--- src/rtl/abcdq_pkg.sv ---
// Shared constants, types, and the quarter-wave sine table for the abc-to-dq Park transform.
package abcdq_pkg;

	localparam int SAMPLE_BITS     = 16;
	localparam int ANGLE_BITS      = 16;
	localparam int TABLE_ADDR_BITS = 10;

	localparam int LANES         = 3;
	localparam int OUT_BITS      = SAMPLE_BITS + 2;
	localparam int PHASE_BITS    = TABLE_ADDR_BITS + 2;
	localparam int ROM_ADDR_BITS = TABLE_ADDR_BITS + 1;
	localparam int TABLE_SIZE    = 1 << TABLE_ADDR_BITS;
	localparam int ROM_DEPTH     = TABLE_SIZE + 1;
	localparam int MAG_BITS      = 15;
	localparam int SINE_BITS     = MAG_BITS + 1;
	localparam int PROD_BITS     = SAMPLE_BITS + SINE_BITS;
	localparam int SUM_BITS      = PROD_BITS + 2;
	localparam int GAIN_BITS     = 16;
	localparam int SCALE_BITS    = SUM_BITS + GAIN_BITS;
	localparam int GAIN_SHIFT    = 30;

	// The 2/3 gain in Q15 and the half LSB used to round the Q45 product to Q15.
	localparam logic signed [GAIN_BITS-1:0]  GAIN_Q15   = GAIN_BITS'(21845);
	localparam logic signed [SCALE_BITS-1:0] ROUND_HALF = SCALE_BITS'(1) <<< (GAIN_SHIFT - 1);

	// One third and one quarter of a turn in angle units.
	localparam logic [ANGLE_BITS-1:0] THIRD =
		ANGLE_BITS'(((longint'(1) << ANGLE_BITS) + 1) / 3);
	localparam logic [ANGLE_BITS-1:0] QUARTER = ANGLE_BITS'(1) << (ANGLE_BITS - 2);

	// Pipeline stage enables, driven by the top level.
	typedef struct packed {
		logic s1;
		logic s2;
		logic s3;
		logic s4;
	} pipe_en_t;

	// Table address and sign derived from one angle.
	typedef struct packed {
		logic                     neg;
		logic [ROM_ADDR_BITS-1:0] idx;
	} rom_addr_t;

	typedef logic [MAG_BITS-1:0] sine_rom_t [ROM_DEPTH];

	localparam longint unsigned HALF_PI_Q30 = 64'd1686629713;
	localparam int TAYLOR_TERMS = 8;
	localparam longint unsigned TAYLOR_DIV [TAYLOR_TERMS] =
		'{64'd6, 64'd20, 64'd42, 64'd72, 64'd110, 64'd156, 64'd210, 64'd272};

	// Builds the quarter-wave table from a truncated odd Taylor series in Q30.
	function automatic sine_rom_t build_sine_rom();
		sine_rom_t       rom;
		longint unsigned x;
		longint unsigned x2;
		longint unsigned term;
		longint          acc;
		longint          v;
		for (int k = 0; k < ROM_DEPTH; k++) begin
			x    = (HALF_PI_Q30 * longint'(k)) >> TABLE_ADDR_BITS;
			x2   = (x * x) >> 30;
			term = x;
			acc  = longint'(x);
			for (int n = 0; n < TAYLOR_TERMS; n++) begin
				term = (term * x2) >> 30;
				term = term / TAYLOR_DIV[n];
				if (n[0] == 1'b0) begin
					acc = acc - longint'(term);
				end else begin
					acc = acc + longint'(term);
				end
			end
			if (acc < 0) begin
				acc = 0;
			end
			v = (acc + 16384) >>> 15;
			if (v > 32767) begin
				v = 32767;
			end
			rom[k] = MAG_BITS'(v);
		end
		return rom;
	endfunction

	localparam sine_rom_t SINE_ROM = build_sine_rom();

	// Maps an angle onto the quarter-wave table: mirrored index and sign.
	function automatic rom_addr_t rom_addr(input logic [ANGLE_BITS-1:0] angle);
		logic [ANGLE_BITS+PHASE_BITS-1:0] padded;
		logic [PHASE_BITS-1:0]            phase;
		logic [ROM_ADDR_BITS-1:0]         idx;
		rom_addr_t                        r;
		padded = {angle, PHASE_BITS'(0)};
		phase  = padded[ANGLE_BITS +: PHASE_BITS];
		idx    = {1'b0, phase[TABLE_ADDR_BITS-1:0]};
		r.neg  = phase[PHASE_BITS-1];
		r.idx  = phase[PHASE_BITS-2] ? (ROM_ADDR_BITS'(TABLE_SIZE) - idx) : idx;
		return r;
	endfunction

endpackage

--- src/rtl/abcdq_merge.sv ---
// Merge stage: sums the lane products and applies the rounded 2/3 gain.
module abcdq_merge import abcdq_pkg::*; (
	input  logic                        clk,
	input  pipe_en_t                    pipe_en,
	input  logic signed [PROD_BITS-1:0] sin_prod [LANES],
	input  logic signed [PROD_BITS-1:0] cos_prod [LANES],
	output logic signed [OUT_BITS-1:0]  d_component,
	output logic signed [OUT_BITS-1:0]  q_component
);

	logic signed [SUM_BITS-1:0]   d_sum_s3;
	logic signed [SUM_BITS-1:0]   q_sum_s3;
	logic signed [SCALE_BITS-1:0] d_scaled;
	logic signed [SCALE_BITS-1:0] q_scaled;
	logic signed [OUT_BITS-1:0]   d_out_s4;
	logic signed [OUT_BITS-1:0]   q_out_s4;

	always_ff @(posedge clk) begin
		if (pipe_en.s3) begin
			d_sum_s3 <= SUM_BITS'(sin_prod[0]) + SUM_BITS'(sin_prod[1]) + SUM_BITS'(sin_prod[2]);
			q_sum_s3 <= SUM_BITS'(cos_prod[0]) + SUM_BITS'(cos_prod[1]) + SUM_BITS'(cos_prod[2]);
		end
	end

	// Round half up, then an arithmetic shift from Q45 to Q15; the result never overflows.
	always_comb begin
		d_scaled = SCALE_BITS'(d_sum_s3) * SCALE_BITS'(GAIN_Q15) + ROUND_HALF;
		q_scaled = SCALE_BITS'(q_sum_s3) * SCALE_BITS'(GAIN_Q15) + ROUND_HALF;
	end

	always_ff @(posedge clk) begin
		if (pipe_en.s4) begin
			d_out_s4 <= d_scaled[GAIN_SHIFT +: OUT_BITS];
			q_out_s4 <= q_scaled[GAIN_SHIFT +: OUT_BITS];
		end
	end

	assign d_component = d_out_s4;
	assign q_component = q_out_s4;

endmodule

--- config.mk ---
export PLATFORM = sky130hd
export DESIGN_NAME = abcdq_merge
export DESIGN_NICKNAME = d
export VERILOG_FILES = /design/src/rtl/abcdq_pkg.sv /design/src/rtl/abcdq_merge.sv
export SDC_FILE = /design/constraint.sdc
export NUM_CORES = 2
export LEC_CHECK = 0
export BUFFER_PORTS_ARGS = -buffer_cell sky130_fd_sc_hd__buf_2
export CAP_MARGIN = 20
export CORE_ASPECT_RATIO = 2
export CORE_MARGIN = 8
export CORE_UTILIZATION = 40
export CTS_CLUSTER_DIAMETER = 60
export CTS_CLUSTER_SIZE = 8
export DETAILED_ROUTE_END_ITERATION = 12
export HOLD_SLACK_MARGIN = 0.12
export PLACE_DENSITY = 0.6
export SYNTH_ARGS = -nofsm -noshare
export SYNTH_HDL_FRONTEND = slang
export SYNTH_SLANG_ARGS = --single-unit
--- constraint.sdc ---
create_clock -name clk -period 16.5 [get_ports clk]
set_clock_uncertainty 0.2 [all_clocks]
set_input_delay 2.475 -clock clk [delete_from_list [all_inputs] [get_ports clk]]
set_output_delay 2.475 -clock clk [all_outputs]
set_load 0.05 [all_outputs]
Word-level counts from Yosys, hierarchy flattened
Cells that the tools add are included.
{ "classes": {"add_sub_neg": 6, "mul": 2} }
{ "op_table": {"columns": ["operator", "count"], "rows": [
  ["48-bit by 31-bit adder with 48-bit output, second input constant", 2],
  ["34-bit by 16-bit multiplier with 48-bit output, second input constant", 2],
  ["33-bit by 32-bit adder with 34-bit output", 2],
  ["32-bit by 32-bit adder with 33-bit output", 2]
]} }
{ "word_totals": {"regBits": 104, "in_bits": 197, "out_inout_bits": 36, "wordCells": 12} }

Longest topological paths before layout
{ "depth": {"word_depth": 2, "depth_mapped": 22} }

Worst setup path before layout
No wires, ideal clock.
{ "synth_path": {"path_kind": "reg-to-reg", "from": "reg d_sum_s3[33]", "to": "reg d_out_s4[17], in the netlist d_component[17], data pin", "setup_ns": 0.158, "arrival_time_ns": 5.418, "required_time_ns": 16.142, "setup_slack_ns": 10.724, "stages_incl_launch_ff": 20, "path_buffers": 0, "cell_sequence": "edfxtp_1 -> inv_1 -> fa_1 -> inv_1 -> fa_1 -> fa_1 -> fa_1 -> inv_1 -> fa_1 -> inv_1 -> ha_1 -> a21o_1 -> a21o_1 -> a21o_1 -> a21o_1 -> a21oi_1 -> o21ai_1 -> a22o_1 -> or2_1 -> o211ai_1"} }
{ "synth_between": {"elab_chain_len": 2} }
{ "synth_rtl": {"columns": ["item", "line", "rtl"], "rows": [
  ["from (decl)", "abcdq_merge.sv:11", "logic signed [SUM_BITS-1:0] d_sum_s3;"],
  ["from (signal assigned)", "abcdq_merge.sv:20", "d_sum_s3 <= SUM_BITS'(sin_prod[0]) + SUM_BITS'(sin_prod[1]) + SUM_BITS'(sin_prod[2]);"],
  ["34-bit by 16-bit multiplier with 48-bit output", "abcdq_merge.sv:27", "d_scaled = SCALE_BITS'(d_sum_s3) * SCALE_BITS'(GAIN_Q15) + ROUND_HALF;"],
  ["48-bit by 31-bit adder with 48-bit output", "abcdq_merge.sv:27", null],
  ["net d_scaled[47]", "abcdq_merge.sv:13", "logic signed [SCALE_BITS-1:0] d_scaled;"],
  ["to (signal assigned)", "abcdq_merge.sv:33", "d_out_s4 <= d_scaled[GAIN_SHIFT +: OUT_BITS];"],
  ["to (decl)", "abcdq_merge.sv:15", "logic signed [OUT_BITS-1:0] d_out_s4;"]
]} }
The timed path passes the listed nets, and every way through them passes these cells.
A chain may end at the register's enable or synchronous reset.

Worst setup path after layout
{ "layout_path": {"from": "reg d_sum_s3[15]", "to": "reg d_out_s4[17], in the netlist d_component[17], data pin"} }
Same word-level chain as after synthesis.

==> flow_summary.toml <==
[setup_path]
cp_common_cell = "fa_1"
timing.rr.start = "d_sum_s3[15]"
critical_path_required_ns = 16.45
crit_type = "reg2reg"
path_cells = "inv_1, ha_1, fa_1, inv_1, fa_1, fa_1, fa_1, inv_1, fa_1, inv_1, ha_1, nand3_2, o32ai_2, nor3_1, nor4b_2, o2111ai_1, a211o_1, a211oi_2, or2_1, o211ai_1"
cpMaxStageDelayCell = "edfxtp_1"
cp-start-kind = "flop"
critPathMaxFanout = 6
arrival_ns = 6.79
r2r_end = "d_component[17]"
crit_path_end_kind = "flop"
cp_top_family = "adder cells"
path_buf_inv = 4
cpPeakStageDelay_ns = 0.63
rrSetupSlack_ns = 9.66
r2r_cells = 20

[synth]
syn_area_um2 = 25700
synth.net_count = 3602
synth_edf_count = 104
ys_seq_area_frac = 0.122
synth_cells = 2471
ys.flop_type = "edfxtp_1"
yosysUniqueCellTypes = 77
syn_area_per_cell_um2 = 10.4
async_reset_ff_frac = 0
synth_seq_cells = 104
ys_warn_count = 0

[timing]
rsz0062_at_grt = "false"
worst_hold_slack_ns = 1.09
finalMaxSlewViolations = 0
relSlewSlack = 0.367
hold_viol_final = 0
max_clock_freq_mhz = 146
setup_viol = 0
worst_pin_slew_ns = 0.950
period_share = 0.414
fin_setup_tns_ns = 0
period_needed_ns = 6.84
layout_setup_ws_ns = 9.66

[min_path]
min_path_cells = 4
holdPathEnd = "q_component[17]"
hold_start = "q_sum_s3[33]"
hold_path_class = "reg2reg"

[cts]
clkTransAtPathRegs_ns = 0.08
postCtsHoldBufs = 0
clockBufferDepth = 2
cts_tree = "built"
cts-root-buf = "clkbuf_16"
cts_sinks = 104
cts_made_buffers = 9
cts_resized = 0
cts.htree.levels = 3
cts_setup_buffers = 0
clock_latency_ns = 0.41

[finish]
antennaDiodeCount = 0
fin_nets = 3831
final_cell_mix = "inv_1, ha_1, fa_1"
syn_to_final_growth_pct = 9.44
drive_above_1_share = 0.0991
fillerInstances = 6132
final_common_cell = "inv_1"
postLayoutCellArea_um2 = 28100

[detailed_routing]
first_pass_iters = 5
vias = 18061
routedWlPerCell_um = 18.6
viasPerCell = 5.16
drt_iter0_drc = 510
routed_wirelength_um = 65300
drc = 0
ant_nets = 0

[global_routing]
grt_pass1_vias = 20855
grtUsageTotal = 0.182
grt_pass1_wl_um = 104000
antenna_found_initial = 0
overflow = 0
grt_start_max_net_pins = 69

[placed_design]
port_buffers = 230
dpl_cell_area_um2 = 27800
dp_hpwl_um = 58700
gp_congestion = 0.968
dpl_worst_slack_ns = 9.64

[floorplan]
rows = 131
die_w_um = 195
ios = 233
initial_utilization = 0.404
die_area_um2 = 73100
die_h_um = 374
coreArea_um2 = 63600

[job]
cap_violations = 0

[outcome]
status = "completed"
## how the worst max path moves through the flow
stage,from,to,slack [ns],depth (start not counted)
floorplan,d_sum_s3[33],d_component[17],10.72,19
global placement,d_sum_s3[15],d_component[17],9.61,20
detailed placement,d_sum_s3[15],d_component[17],9.64,20
CTS,d_sum_s3[15],d_component[17],9.59,20
global route,d_sum_s3[22],d_component[17],9.29,20
finish,d_sum_s3[15],d_component[17],9.66,20
## layer usage
metal | up-vias | GRT usage | wire length [µm]
met1 | 9064 | 0.172 | 22400
met5 | - | 0 | 0
met4 | 0 | 0.0867 | 2910
li1 | 8444 | - | -
met3 | 144 | 0.0197 | 1550
met2 | 409 | 0.377 | 38400
## registers in the layout, indices dropped and copies added, names as in the netlist
register,cells
d_component,18
d_sum_s3,34
q_component,18
q_sum_s3,34
## synthesized netlist by cell type, drive strengths merged, types with 16 or more instances
master | count | share of area
nor2 | 60 | 0.0088
o21ai | 59 | 0.011
nand4 | 24 | 0.0058
nand3 | 29 | 0.0058
edfxtp | 104 | 0.12
o21bai | 16 | 0.0047
a21o | 76 | 0.022
xor2 | 34 | 0.012
xnor2 | 80 | 0.027
inv | 660 | 0.096
a21oi | 127 | 0.025
nor3 | 18 | 0.0037
nand2 | 68 | 0.0099
ha | 470 | 0.23
fa | 464 | 0.36
## through the flow
| step | util | instances |
|---|---|---|
| 6_report | 0.442 | 3503 |
| 5_1_grt | 0.442 | 3503 |
| 4_1_cts | 0.442 | 3503 |
| 3_5_place_dp | 0.437 | 3487 |
| 3_3_place_gp | 0.437 | 3487 |
| 2_1_floorplan | - | 2471 |
## kinds of logic (layout without fill, tap and decap cells)
kind of cell | count (synthesis) | after routing | synth area share
adders and majority gates | 934 | 934 | 0.590
buffers and inverters | 674 | 908 | 0.0985
AOI/OAI and AO/OA | 379 | 379 | 0.0984
and+or+nand+nor | 261 | 261 | 0.0503
xor gates and xnor gates | 114 | 114 | 0.0389
DFF | 104 | 104 | 0.122
muxes | 5 | 5 | 0.00205
## final cells by class
cell class / count / area, µm² / area share
Sequential cell: 104 / 3120 / 0.111
Timing Repair Buffer: 232 / 1170 / 0.0416
Tap cell: 798 / 998 / 0.0355
Clock buffer: 9 / 225 / 0.00801
Multi-Input combinational cell: 1693 / 20000 / 0.713
Inverter: 660 / 2480 / 0.0881
Clock inverter: 7 / 86.3 / 0.00307
## worst register-to-register path, cell delays in order, from the launching register on
cell	delay [ns]
edfxtp_1	0.63
inv_1	0.21
ha_1	0.44
fa_1	0.52
inv_1	0.06
fa_1	0.48
fa_1	0.48
fa_1	0.51
inv_1	0.05
fa_1	0.47
inv_1	0.04
ha_1	0.32
nand3_2	0.11
o32ai_2	0.24
nor3_1	0.12
nor4b_2	0.33
o2111ai_1	0.25
a211o_1	0.46
a211oi_2	0.38
or2_1	0.19
o211ai_1	0.10
Power is not shown: default switching activity piles up to over one toggle a cycle in this logic, so the estimate is an artifact.
